**config.mk**
```make
export PLATFORM = sky130hd
export DESIGN_NAME = tsm_ctrl
export DESIGN_NICKNAME = d
export VERILOG_FILES = /design/src/tsm_pkg.sv /design/src/tsm_ctrl.sv
export SDC_FILE = /design/constraint.sdc
export NUM_CORES = 1
export LEC_CHECK = 0
export BUFFER_PORTS_ARGS = -buffer_cell sky130_fd_sc_hd__buf_2
export CAP_MARGIN = 20
export CORE_AREA = 10 10 47 49
export DETAILED_ROUTE_END_ITERATION = 7
export DIE_AREA = 0 0 57 59
export PLACE_DENSITY = 0.42
export SETUP_SLACK_MARGIN = 0.5
export SYNTH_ARGS = -nofsm -noshare
export SYNTH_HDL_FRONTEND = slang
export SYNTH_SLANG_ARGS = --single-unit
export TNS_END_PERCENT = 5
```
**constraint.sdc**
```tcl
create_clock -name i_clk -period 2.4 [get_ports i_clk]
set_clock_uncertainty 0.05 [all_clocks]
set_input_delay 0.12 -clock i_clk [delete_from_list [all_inputs] [get_ports i_clk]]
set_output_delay 0.12 -clock i_clk [all_outputs]
set_load 0.05 [all_outputs]
```
**src/tsm_pkg.sv**
```systemverilog
// ----------------------------------------------------------------------------
// tsm_pkg
// Shared types and constants for the tachometer speed meter.
// ----------------------------------------------------------------------------
package tsm_pkg;

    localparam int CNT_W      = 26;
    localparam int SPEED_W    = 40;
    localparam int CFG_IDX_W  = 2;
    localparam int CFG_DATA_W = 16;
    localparam int PP_W       = 16;
    localparam int TGT_W      = 8;
    localparam int NUM_W      = 42;
    localparam int DIV_W      = NUM_W + 1;
    localparam int DCNT_W     = $clog2(DIV_W);

    localparam logic [CNT_W-1:0]   CNT_MAX   = {CNT_W{1'b1}};
    localparam logic [SPEED_W-1:0] SPEED_MAX = {SPEED_W{1'b1}};
    localparam logic [33:0]        K_RPM_Q8  = 34'd15360000000;
    localparam logic [33:0]        K_RAD_Q8  = 34'd1608495439;

    localparam logic [PP_W-1:0]       PP_RST       = 16'd1;
    localparam logic [CFG_DATA_W-1:0] MAX_TIME_RST = 16'd1000;
    localparam logic [TGT_W-1:0]      TGT_RST      = 8'd10;

    localparam logic [CFG_IDX_W-1:0] REG_POLE_PAIRS  = 2'd0;
    localparam logic [CFG_IDX_W-1:0] REG_MAX_TIME_MS = 2'd1;
    localparam logic [CFG_IDX_W-1:0] REG_TARGET_CNT  = 2'd2;
    localparam logic [CFG_IDX_W-1:0] REG_SPEED_UNITS = 2'd3;

    typedef struct packed {
        logic tick;
        logic mul;
        logic prep;
        logic div_step;
        logic load_speed;
        logic load_tmo;
    } t_dp_cmd;

    typedef struct packed {
        logic done_speed;
        logic done_tmo;
        logic div_last;
    } t_dp_stat;

endpackage

```
**src/tsm_ctrl.sv**
```systemverilog
// ----------------------------------------------------------------------------
// tsm_ctrl
// Controller: tick acceptance, speed computation sequencing, output valid.
// ----------------------------------------------------------------------------
module tsm_ctrl
    import tsm_pkg::*;
(
    input  logic     i_clk,
    input  logic     i_rst_n,
    input  logic     i_in_valid,
    output logic     o_in_ready,
    output logic     o_out_valid,
    input  logic     i_out_ready,
    input  t_dp_stat i_stat,
    output t_dp_cmd  o_cmd
);

    typedef enum logic [2:0] {
        ST_RUN,
        ST_MUL,
        ST_PREP,
        ST_DIV,
        ST_OUT
    } t_state;

    t_state r_state, n_state;
    logic   r_out_valid, n_out_valid;
    logic   w_out_free;

    assign w_out_free  = !r_out_valid || i_out_ready;
    assign o_out_valid = r_out_valid;

    always_comb begin
        n_state     = r_state;
        n_out_valid = r_out_valid;
        o_cmd       = '0;
        o_in_ready  = 1'b0;
        if (r_out_valid && i_out_ready) begin
            n_out_valid = 1'b0;
        end
        case (r_state)
            ST_RUN: begin
                o_in_ready = w_out_free;
                if (i_in_valid && w_out_free) begin
                    o_cmd.tick = 1'b1;
                    if (i_stat.done_tmo) begin
                        o_cmd.load_tmo = 1'b1;
                        n_out_valid    = 1'b1;
                    end else if (i_stat.done_speed) begin
                        n_state = ST_MUL;
                    end
                end
            end
            ST_MUL: begin
                o_cmd.mul = 1'b1;
                n_state   = ST_PREP;
            end
            ST_PREP: begin
                o_cmd.prep = 1'b1;
                n_state    = ST_DIV;
            end
            ST_DIV: begin
                o_cmd.div_step = 1'b1;
                if (i_stat.div_last) begin
                    n_state = ST_OUT;
                end
            end
            ST_OUT: begin
                if (w_out_free) begin
                    o_cmd.load_speed = 1'b1;
                    n_out_valid      = 1'b1;
                    n_state          = ST_RUN;
                end
            end
            default: begin
                n_state = ST_RUN;
            end
        endcase
    end

    always_ff @(posedge i_clk) begin
        if (!i_rst_n) begin
            r_state     <= ST_RUN;
            r_out_valid <= 1'b0;
        end else begin
            r_state     <= n_state;
            r_out_valid <= n_out_valid;
        end
    end

endmodule

```
==> results.md <==
* Flop pwr share at about a third
* Post-DP HPWL at 576 um
* Final worst-path cycle share at 64.8%
* Max-cap check violation count at 0
* Sequential fraction of the synthesis area at 31.1%
* Reg-to-reg startpoint: o_out_valid
* Switching share of power at between 30% and 40%
* Gate Count Post-Synth at 30
* Worst setup path startpoint: r_state[0]
* Routed vias at 266
* Critical Path RT at 2.23 ns
* RSZ-0062 raised after global routing: no
* Synthesized area at 258 um2
* Register area at 80.1 um2
* Clk_lat worst skew at approximately 0.23 ns
* Total Wirelength at between 600 and 700 um
* Clock transition at path regs at 0.04 ns
* Vias in the first global route at 271
* Rel. slew slack at around three quarters
* Synth top area share at 31.1%
* Worst setup margin at 0.844 ns
* Num rows at 14
* Pre-CTS setup slack at 1.09 ns
* Core area at 1400 um2
* Mean Syn Cell Area at 8.59 um2
* Final setup TNS at 0 ns
* CTS tree: built
* Total nets after synthesis at 37
* Final Wtd Congestion at 0.681
* Post-layout net count at 53
* PostCTS Resize Cnt at 0
* IO Count at 15
* CTS Hold Buffers Added at 0
* Internal power at 146 uW
* Static Leak at 0.166 nW
* Wire per inst at 11.6 um
* # setup viols final at 0
* Die area at 3360 um2
* DRT iter0 DRCs at 9
* Worst IR Drop VDD at ~0.21 mV
* Total GRT Usage at 4.49%
* Synth area leaders: dfxtp_1, nor4_4, and3_1, nor3_1, buf_6
* Synth cell types at 21
* Port buffer count at 14
* Crit Reg-Reg Endpoint: r_state[0]
* Initial antenna violation count at 0
* Number of CTS-inserted buffers at 3
* Clock net sink count at 4
* Hold Startpoint: i_rst_n
* H-tree Lvls at 1
* Largest net degree at the start of global routing at 11
* DRC viols at 0
* Ratio of cells with drive above 1 in the final layout at 50.0%
* Worst-Margin Slew at 0.367 ns
* Final Hold Viols at 0
* Post-route ant nets at 0
* Psw at between 70 and 80 uW
* Cell Pwr Density at around 640 nW/um2
* Hold path depth at 2
* Clock Path Buffers at 2
* Hold Crit Class: in -> reg
* TritonRoute pass-1 iters at 4
* Post-CTS Setup Repair Bufs at 0
* Global-route wire length before repair at 1150 um
* Outcome: completed
* Min Tclk post-route at approximately 1.6 ns
* Hold-critical path endpoint: o_out_valid
* Combinational cell fraction of total power at between 30 and 40%
* Root Driver: clkbuf_4
* Warnings, synthesis at 0
* CP Max Fanout at 10
* CP Capture Type: primary output
* Multi-input gate area at 153 um2
* Max Freq at roughly 640 MHz
* Startpoint types: flop
* WS Path Type: reg -> out
* Final Max Tran Viols at 0
* Flop-to-flop setup slack at 1.30 ns
* Overall power at 225 uW
* FF-to-FF path depth at 3
* # fillers at 170
* Number of synthesized register bits at 4
* ANT cells at 0
* Post-DR vias/cell at 4.43
* Clock power frac at 35.3%
* Crit path DAT at 1.39 ns
* DIE WIDTH at 57 um
* Leading area contributor after synthesis: dfxtp_1
* Initial Util at a little under a fifth
* Remaining Overflow, GRT at 0
* Die Ht at between 50 and 60 um
* Area delta synth->final at 36.9%
critical path, stage by stage, from the launching register on:
cell and delay, ns:
dfxtp_1 0.40, nor4_4 0.32, and3_1 0.18, buf_2 0.25
how the worst max path moves through the flow:
stage                           to  slack (ns)  cells after the start
after detailed placement  o_cmd[0]        1.09                      3
after global placement    o_cmd[0]        1.09                      3
final                     o_cmd[0]        0.84                      3
after floorplan           o_cmd[0]        0.37                      3
after global routing      o_cmd[0]        0.72                      3
after CTS                 o_cmd[0]        0.84                      3
per-layer routing:
layer | track usage, % | vias to the layer above | wire length [um]
met3 | 3.65 | 2 | 67
met1 | 4.28 | 115 | 324
met5 | 0 | - | 0
met4 | 4.03 | 0 | 5
li1 | - | 139 | -
met2 | 6.05 | 10 | 300
cells in the mapped netlist, drive strengths merged:
cell	n
o2111a	1
o21a	1
inv	2
a21boi	1
dfxtp	4
nor2	1
and3	3
o21ai	1
and2	1
nand3	2
nor3	3
nor4bb	1
buf	3
nor4	2
nor2b	1
nand4	1
nand2	1
a21oi	1
cell families after synthesis:
logic type	Yosys count	synth area share, %
buffers and inverters	5	12.1
AOI/OAI and AO/OA	5	14.1
and+or+nand+nor	16	42.7
DFF	4	31.1
final cells by class:
| type | count | area share, % |
|---|---|---|
| Inverter | 2 | 2.13 |
| Timing Repair Buffer | 14 | 19.9 |
| Tap cell | 16 | 5.67 |
| Clock buffer | 3 | 6.38 |
| Sequential cell | 4 | 22.7 |
| Multi-Input combinational cell | 21 | 43.3 |
through the flow:
| step | util (%) | hold slack [ns] | std cells | area [um2] |
|---|---|---|---|---|
| after global routing | 25.2 | 0.0895 | 60 | 353 |
| final | 25.2 | 0.0955 | 60 | 353 |
| after detailed placement | 23.6 | 0.335 | 57 | 330 |
| after global placement | 23.6 | 0.345 | 57 | 330 |
| after CTS | 25.2 | 0.0920 | 60 | 353 |
| after floorplan | - | 0.188 | 30 | 264 |
state kept, by name, summed over array words and instances (netlist names):
name and count:
o_out_valid 1, r_state 3
placed cells by master, fill, tap and decap left out, drive strengths merged:
cell / instances
nand2: 1
nand3: 2
nand4: 1
nor2b: 1
a21boi: 1
nor4: 2
clkbuf: 3
inv: 2
and3: 3
o2111a: 1
a21oi: 1
nor4bb: 1
and2: 1
o21a: 1
nor2: 1
o21ai: 1
nor3: 3
dfxtp: 4
buf: 14
power groups by stage:
stage / Clock (mW) / Sequential, mW / Combinational [mW]
after floorplan: 0 / 0.0763 / 0.0551
after global placement: 0 / 0.0786 / 0.0692
after detailed placement: 0 / 0.0783 / 0.0689
after CTS: 0.0844 / 0.0773 / 0.0690
after global routing: 0.0933 / 0.0779 / 0.0733
final: 0.0795 / 0.0774 / 0.0682
(Power assumes the default switching activity.)
