<file path="config.mk">
export PLATFORM = sky130hd
export DESIGN_NAME = tsm_dp
export DESIGN_NICKNAME = d
export VERILOG_FILES = /design/src/tsm_pkg.sv /design/src/tsm_dp.sv
export SDC_FILE = /design/constraint.sdc
export NUM_CORES = 2
export LEC_CHECK = 0
export BUFFER_PORTS_ARGS = -buffer_cell sky130_fd_sc_hd__buf_2
export CAP_MARGIN = 15
export CORE_ASPECT_RATIO = 1.4
export CORE_UTILIZATION = 52
export CTS_BUF_LIST = sky130_fd_sc_hd__clkbuf_8 sky130_fd_sc_hd__clkbuf_16
export DETAILED_ROUTE_END_ITERATION = 10
export PLACE_DENSITY_LB_ADDON = 0.25
export SLEW_MARGIN = 20
export SYNTH_ARGS = -nofsm -noshare
export SYNTH_HDL_FRONTEND = slang
export SYNTH_SLANG_ARGS = --single-unit
</file>
<file path="constraint.sdc">
create_clock -name i_clk -period 7.1 [get_ports i_clk]
set_input_delay 0 -clock i_clk [delete_from_list [all_inputs] [get_ports i_clk]]
set_output_delay 0 -clock i_clk [all_outputs]
set_load 0.01 [all_outputs]
</file>
<file path="src/tsm_pkg.sv">
// ----------------------------------------------------------------------------
// tsm_pkg
// Shared types and constants for the tachometer speed meter.
// ----------------------------------------------------------------------------
package tsm_pkg;

    localparam int CNT_W      = 26;
    localparam int SPEED_W    = 40;
    localparam int CFG_IDX_W  = 2;
    localparam int CFG_DATA_W = 16;
    localparam int PP_W       = 16;
    localparam int TGT_W      = 8;
    localparam int NUM_W      = 42;
    localparam int DIV_W      = NUM_W + 1;
    localparam int DCNT_W     = $clog2(DIV_W);

    localparam logic [CNT_W-1:0]   CNT_MAX   = {CNT_W{1'b1}};
    localparam logic [SPEED_W-1:0] SPEED_MAX = {SPEED_W{1'b1}};
    localparam logic [33:0]        K_RPM_Q8  = 34'd15360000000;
    localparam logic [33:0]        K_RAD_Q8  = 34'd1608495439;

    localparam logic [PP_W-1:0]       PP_RST       = 16'd1;
    localparam logic [CFG_DATA_W-1:0] MAX_TIME_RST = 16'd1000;
    localparam logic [TGT_W-1:0]      TGT_RST      = 8'd10;

    localparam logic [CFG_IDX_W-1:0] REG_POLE_PAIRS  = 2'd0;
    localparam logic [CFG_IDX_W-1:0] REG_MAX_TIME_MS = 2'd1;
    localparam logic [CFG_IDX_W-1:0] REG_TARGET_CNT  = 2'd2;
    localparam logic [CFG_IDX_W-1:0] REG_SPEED_UNITS = 2'd3;

    typedef struct packed {
        logic tick;
        logic mul;
        logic prep;
        logic div_step;
        logic load_speed;
        logic load_tmo;
    } t_dp_cmd;

    typedef struct packed {
        logic done_speed;
        logic done_tmo;
        logic div_last;
    } t_dp_stat;

endpackage

</file>
<file path="src/tsm_dp.sv">
// ----------------------------------------------------------------------------
// tsm_dp
// Datapath: config registers, edge timing counters, multiply and
// restoring divider for the speed quotient, result registers.
// ----------------------------------------------------------------------------
module tsm_dp
    import tsm_pkg::*;
#(
    parameter int TICKS_PER_MS = 1000
) (
    input  logic                  i_clk,
    input  logic                  i_rst_n,
    input  logic                  i_cfg_we,
    input  logic [CFG_IDX_W-1:0]  i_cfg_idx,
    input  logic [CFG_DATA_W-1:0] i_cfg_data,
    input  logic                  i_start_req,
    input  logic                  i_tach_level,
    input  t_dp_cmd               i_cmd,
    output t_dp_stat              o_stat,
    output logic [SPEED_W-1:0]    o_speed_q8,
    output logic                  o_timed_out
);

    localparam int TW  = $clog2(TICKS_PER_MS + 1);
    localparam int LPW = (CFG_DATA_W + TW > CNT_W) ? CFG_DATA_W + TW : CNT_W + 1;
    localparam longint LIM_RST_FULL = longint'(MAX_TIME_RST) * longint'(TICKS_PER_MS);
    localparam logic [CNT_W-1:0] LIM_RST =
        (LIM_RST_FULL > longint'(CNT_MAX)) ? CNT_MAX : CNT_W'(LIM_RST_FULL);

    // configuration
    logic [PP_W-1:0]  r_pp;
    logic [CNT_W-1:0] r_limit;
    logic [TGT_W-1:0] r_target;
    logic             r_units;
    logic [LPW-1:0]   w_lim_prod;
    logic [CNT_W-1:0] w_lim_cap;

    // measurement state
    logic             r_busy, n_busy;
    logic             r_first, n_first;
    logic             r_prev, n_prev;
    logic [TGT_W-1:0] r_edges, n_edges;
    logic [CNT_W-1:0] r_elapsed, n_elapsed;
    logic [CNT_W-1:0] r_period, n_period;

    logic             w_edge;
    logic [TGT_W-1:0] w_tgt;
    logic [TGT_W-1:0] w_edges_inc;
    logic [CNT_W-1:0] w_el_inc;
    logic [CNT_W-1:0] w_per_inc;
    logic             w_done_speed;
    logic             w_done_tmo;

    // arithmetic
    logic [NUM_W-1:0]  r_num;
    logic [NUM_W-1:0]  r_den;
    logic [DIV_W-1:0]  r_quo;
    logic [NUM_W-1:0]  r_rem;
    logic [DCNT_W-1:0] r_cnt;
    logic [33:0]       w_k;
    logic [CNT_W-1:0]  w_per1;
    logic [PP_W-1:0]   w_pp1;
    logic [DIV_W-1:0]  w_rem_sh;
    logic [DIV_W-1:0]  w_rem_sub;
    logic              w_ge;

    logic [SPEED_W-1:0] r_speed;
    logic               r_tmo;

    assign w_lim_prod = LPW'(i_cfg_data) * LPW'(TICKS_PER_MS);
    assign w_lim_cap  = (w_lim_prod > LPW'(CNT_MAX)) ? CNT_MAX : w_lim_prod[CNT_W-1:0];

    always_ff @(posedge i_clk) begin
        if (!i_rst_n) begin
            r_pp     <= PP_RST;
            r_limit  <= LIM_RST;
            r_target <= TGT_RST;
            r_units  <= 1'b0;
        end else if (i_cfg_we) begin
            case (i_cfg_idx)
                REG_POLE_PAIRS:  r_pp     <= i_cfg_data;
                REG_MAX_TIME_MS: r_limit  <= w_lim_cap;
                REG_TARGET_CNT:  r_target <= i_cfg_data[TGT_W-1:0];
                REG_SPEED_UNITS: r_units  <= i_cfg_data[0];
                default: ;
            endcase
        end
    end

    assign w_edge      = i_tach_level && !r_prev;
    assign w_tgt       = (r_target == '0) ? TGT_W'(1) : r_target;
    assign w_edges_inc = r_edges + TGT_W'(1);
    assign w_el_inc    = (r_elapsed == CNT_MAX) ? r_elapsed : r_elapsed + CNT_W'(1);
    assign w_per_inc   = (r_period == CNT_MAX) ? r_period : r_period + CNT_W'(1);

    // a completing edge wins over a timeout on the same tick
    assign w_done_speed = !i_start_req && r_busy && r_first && w_edge
                          && (w_edges_inc >= w_tgt);
    assign w_done_tmo   = !i_start_req && r_busy && !w_done_speed
                          && (w_el_inc >= r_limit);

    always_comb begin
        n_busy    = r_busy;
        n_first   = r_first;
        n_prev    = i_tach_level;
        n_edges   = r_edges;
        n_elapsed = r_elapsed;
        n_period  = r_period;
        if (i_start_req) begin
            n_busy    = 1'b1;
            n_first   = 1'b0;
            n_edges   = '0;
            n_elapsed = '0;
            n_period  = '0;
        end else if (r_busy) begin
            n_elapsed = w_el_inc;
            if (r_first) begin
                n_period = w_per_inc;
                if (w_edge) begin
                    n_edges = w_edges_inc;
                end
            end else if (w_edge) begin
                n_first  = 1'b1;
                n_period = '0;
            end
            if (w_done_speed || w_done_tmo) begin
                n_busy = 1'b0;
            end
        end
    end

    always_ff @(posedge i_clk) begin
        if (!i_rst_n) begin
            r_busy    <= 1'b0;
            r_first   <= 1'b0;
            r_prev    <= 1'b0;
            r_edges   <= '0;
            r_elapsed <= '0;
            r_period  <= '0;
        end else if (i_cmd.tick) begin
            r_busy    <= n_busy;
            r_first   <= n_first;
            r_prev    <= n_prev;
            r_edges   <= n_edges;
            r_elapsed <= n_elapsed;
            r_period  <= n_period;
        end
    end

    assign w_k       = r_units ? K_RAD_Q8 : K_RPM_Q8;
    assign w_per1    = (r_period == '0) ? CNT_W'(1) : r_period;
    assign w_pp1     = (r_pp == '0) ? PP_W'(1) : r_pp;
    assign w_rem_sh  = {r_rem, r_quo[DIV_W-1]};
    assign w_ge      = (w_rem_sh >= {1'b0, r_den});
    assign w_rem_sub = w_rem_sh - {1'b0, r_den};

    always_ff @(posedge i_clk) begin
        if (i_cmd.mul) begin
            r_num <= NUM_W'(w_k) * NUM_W'(w_tgt);
            r_den <= NUM_W'(w_per1) * NUM_W'(w_pp1);
        end
        if (i_cmd.prep) begin
            r_quo <= {1'b0, r_num} + {2'b00, r_den[NUM_W-1:1]};
            r_rem <= '0;
            r_cnt <= '0;
        end else if (i_cmd.div_step) begin
            r_rem <= w_ge ? w_rem_sub[NUM_W-1:0] : w_rem_sh[NUM_W-1:0];
            r_quo <= {r_quo[DIV_W-2:0], w_ge};
            r_cnt <= r_cnt + DCNT_W'(1);
        end
        if (i_cmd.load_speed) begin
            r_speed <= (|r_quo[DIV_W-1:SPEED_W]) ? SPEED_MAX : r_quo[SPEED_W-1:0];
            r_tmo   <= 1'b0;
        end else if (i_cmd.load_tmo) begin
            r_speed <= '0;
            r_tmo   <= 1'b1;
        end
    end

    assign o_stat.done_speed = w_done_speed;
    assign o_stat.done_tmo   = w_done_tmo;
    assign o_stat.div_last   = (r_cnt == DCNT_W'(DIV_W - 1));
    assign o_speed_q8        = r_speed;
    assign o_timed_out       = r_tmo;

endmodule

</file>
==> flow_summary.yaml <==
synthesis:
  syn_area_um2: 39600
  avgSynthCellArea_um2: 9.04
  syn_nets: 5290
  ys_ff_latch: 327
  synth_area_leaders: "fa_1, edfxtp_1, ha_1"
  synth_ff_type: "edfxtp_1"
  yosysSeqAreaShare_pct: 20.8
  async_reset_ff_share_pct: 0
  yosysTopAreaCellShare_pct: 24.7
  synth_cell_types: 86
  yosys.area.top_type: "fa_1"
  yosysWarnings: 0
  syn_inst: 4383
  synth_edf_count: 167
clock_network:
  cts_sinks: 327
  clkTransAtPathRegs_ps: 60
  cts_root_buffer: "clkbuf_16"
  clockBufferDepth: 3
  cts_tree: "done"
  cts_buffers: 36
  htreeDepth: 2
  clock_latency_ps: 570
cells_and_area:
  fill_cells: 6759
  multi_input_area_um2: 28100
  area_delta_synth_final_pct: 8.77
  fin_nets: 5348
  diodes: 0
  stdcell_area_um2: 43100
  final_cells: 5434
  drive_gt1_share_pct: 7.59
  final-seq-area_um2: 8220
pwr:
  ir_worst_vdd_mv: 0.213
  leakage_nw: 20.6
  power.density_nw_per_um2: 174
place:
  dp_cells: 5330
  io_buffer_count: 72
  place.detailed.hpwl_um: 77500
  dpl_cell_area_um2: 41300
  place.gp.congestion: 0.939
global_routing:
  grt_usage_pct: 26.0
  grt.overflow.total: 0
  grt_pass1_vias: 31100
  antenna_found_initial: 0
  grt_pass1_wl_um: 161000
  grt_max_degree: 82
die:
  pin_count: 73
  core-area_um2: 75300
  dieArea_um2: 77300
  die_w_um: 235
  row_count: 119
  floorplan.initialDensity_pct: 52.6
  die_h_um: 329
sta:
  period_needed_ps: 6810
  worst_pin_slew_ps: 966
  rsz0062_at_grt: "true"
  max_slew_margin_pct: 35.5
  clock_skew_ps: 10.2
  hold_viol: 0
  finalCritPeriodShare_pct: 95.9
  max_freq_mhz: 147
  slew_viol_final: 0
  setup-violations-final: 0
  fin_hold_ws_ps: 154
min_path:
  hp-class: "input pin to register"
  hp-start: "i_cmd[1]"
worst_setup_path:
  worstSetupPathType: "register to register"
  required_ps: 7410
  r2r_start: "r_pp[11]$_SDFFE_PN0P_"
  worstPathArrival_ps: 7120
  worstPathCellList: "nand2_1, fa_1, inv_1, fa_1, fa_1, fa_1, fa_1, inv_1, fa_1, inv_1, ha_1, a21o_1, a21o_1, a21o_1, a211oi_1, o21ai_1, o41ai_1, buf_4, nand2_1, a31o_2, a21oi_1, xnor2_1"
  cpMostUsedCell: "fa_1"
  critical_path_peak_fanout: 19
  slowest_stage: "dfxtp_1"
  rrSetupSlack_ps: 290
  slowest_delay_ps: 950
  cp-start-kind: "register"
  cp-startpoint: "r_pp[11]$_SDFFE_PN0P_"
  critPathCaptureType: "register"
detailed_routing:
  drtIter0Drc: 1634
  avgViaCountPerCell: 5.57
  drc: 0
  ant_nets: 0
  num_vias: 30300
  avgRoutedWirePerCell_um: 18.1
  first_pass_iters: 7
  wl_um: 98600
status:
  status: "finished clean"
job:
  drv_cap: 0
final cells by class:
class	count	share of cell area, %
Sequential cell	327	19.1
Clock buffer	41	2.28
Timing Repair Buffer	227	4.03
Multi-Input combinational cell	3143	65.1
Tap cell	968	2.81
Clock inverter	22	0.514
Inverter	706	6.15
report_power, final:
part / total, W / internal (W) / switching (W)
Combinational: 0.00310 / 0.00133 / 0.00178
Sequential: 0.00245 / 0.00229 / 0.000158
Clock: 0.00196 / 0.00114 / 0.000821
Total: 0.00751 / 0.00476 / 0.00276
sequential cells by signal, summed over array words and instances (netlist names), 6 cells and up:
name / cells
r_elapsed: 26
r_edges: 8
r_target: 8
r_num: 42
r_quo: 43
r_limit: 23
o_speed_q8: 40
r_rem: 42
r_cnt: 6
r_period: 26
r_den: 42
r_pp: 16
final timing paths:
path                                       end  cells past startpoint
hold reg to reg       r_limit[15]$_SDFFE_PN0P_                      2
setup / recovery           r_den[38]$_DFFE_PP_                     22
hold / removal    o_speed_q8[25]$_SDFFCE_PN0P_                      2
setup reg to reg           r_den[38]$_DFFE_PP_                     22
layer usage:
layer	part of all wire [%]	GRT usage, %	vias up
li1	-	-	14400
met1	39	29.9	14800
met2	52	48.0	753
met3	4.0	2.73	243
met4	5.3	13.0	0
met5	0	0	-
logic make-up after synthesis:
logic type / count (synthesis) / synth area share, %
simple gates: 1265 / 15.1
buf+inv: 913 / 8.74
fa+ha+maj: 878 / 37.0
compound gates: 736 / 12.4
flops: 327 / 20.8
xor+xnor: 219 / 4.84
mux: 44 / 1.23
other cells: 1 / 0.00947
synth_stat cells, drive strengths merged, types with 30 or more instances:
cell / n
o21a: 62
dfxtp: 160
a31oi: 30
clkbuf: 186
edfxtp: 167
nand4: 45
o21ai: 111
nand3: 72
fa: 488
and2: 179
nor2b: 34
mux2: 35
xor2: 76
nand2b: 30
nand2: 522
a21o: 115
a311oi: 32
ha: 390
nor2: 231
inv: 706
a21oi: 214
xnor2: 143
nor3: 51
stage by stage:
step | power (W) | util, % | TNS (ps) | worst slack (ps)
2_1_floorplan | 0.00483 | - | 0 | 123
3_3_place_gp | 0.00552 | 54.9 | 0 | 164
3_5_place_dp | 0.00556 | 54.9 | 0 | 155
4_1_cts | 0.00756 | 57.0 | 0 | 153
5_1_grt | 0.00803 | 57.2 | -161 | -130
6_report | 0.00751 | 57.2 | 0 | 291
critical path: cells and delay by family (launching register included):
kind                       cells  cell delay (ps)
buffers and inverters          4              330
DFF                            1              950
AOI/OAI and AO/OA              8             1640
adders and majority gates      7             3290
xor gates and xnor gates       1               80
and+or+nand+nor                2              240
cell usage in the layout, fill, tap and decap left out, drive strengths merged, types with 32 or more instances in the layout:
cell / instances
ha: 390
o21ai: 111
inv: 715
a21oi: 214
nand2: 522
clkbuf: 41
o21a: 62
xnor2: 143
nand4: 45
buf: 187
dlygate4sd3: 40
nand3: 72
and2: 179
a21o: 115
dfxtp: 160
xor2: 76
a311oi: 32
nor2: 231
mux2: 35
nor2b: 34
fa: 488
nor3: 51
edfxtp: 167
what timing repair did:
action | in CTS | in global routing
setup buffers | 0 | 1
setup endpoints to repair | 0 | 12
hold endpoints to repair | 83 | 0
hold buffers | 40 | 0
gates resized for setup | 0 | 24
No activity file was read; power rests on OpenSTA's default activity.
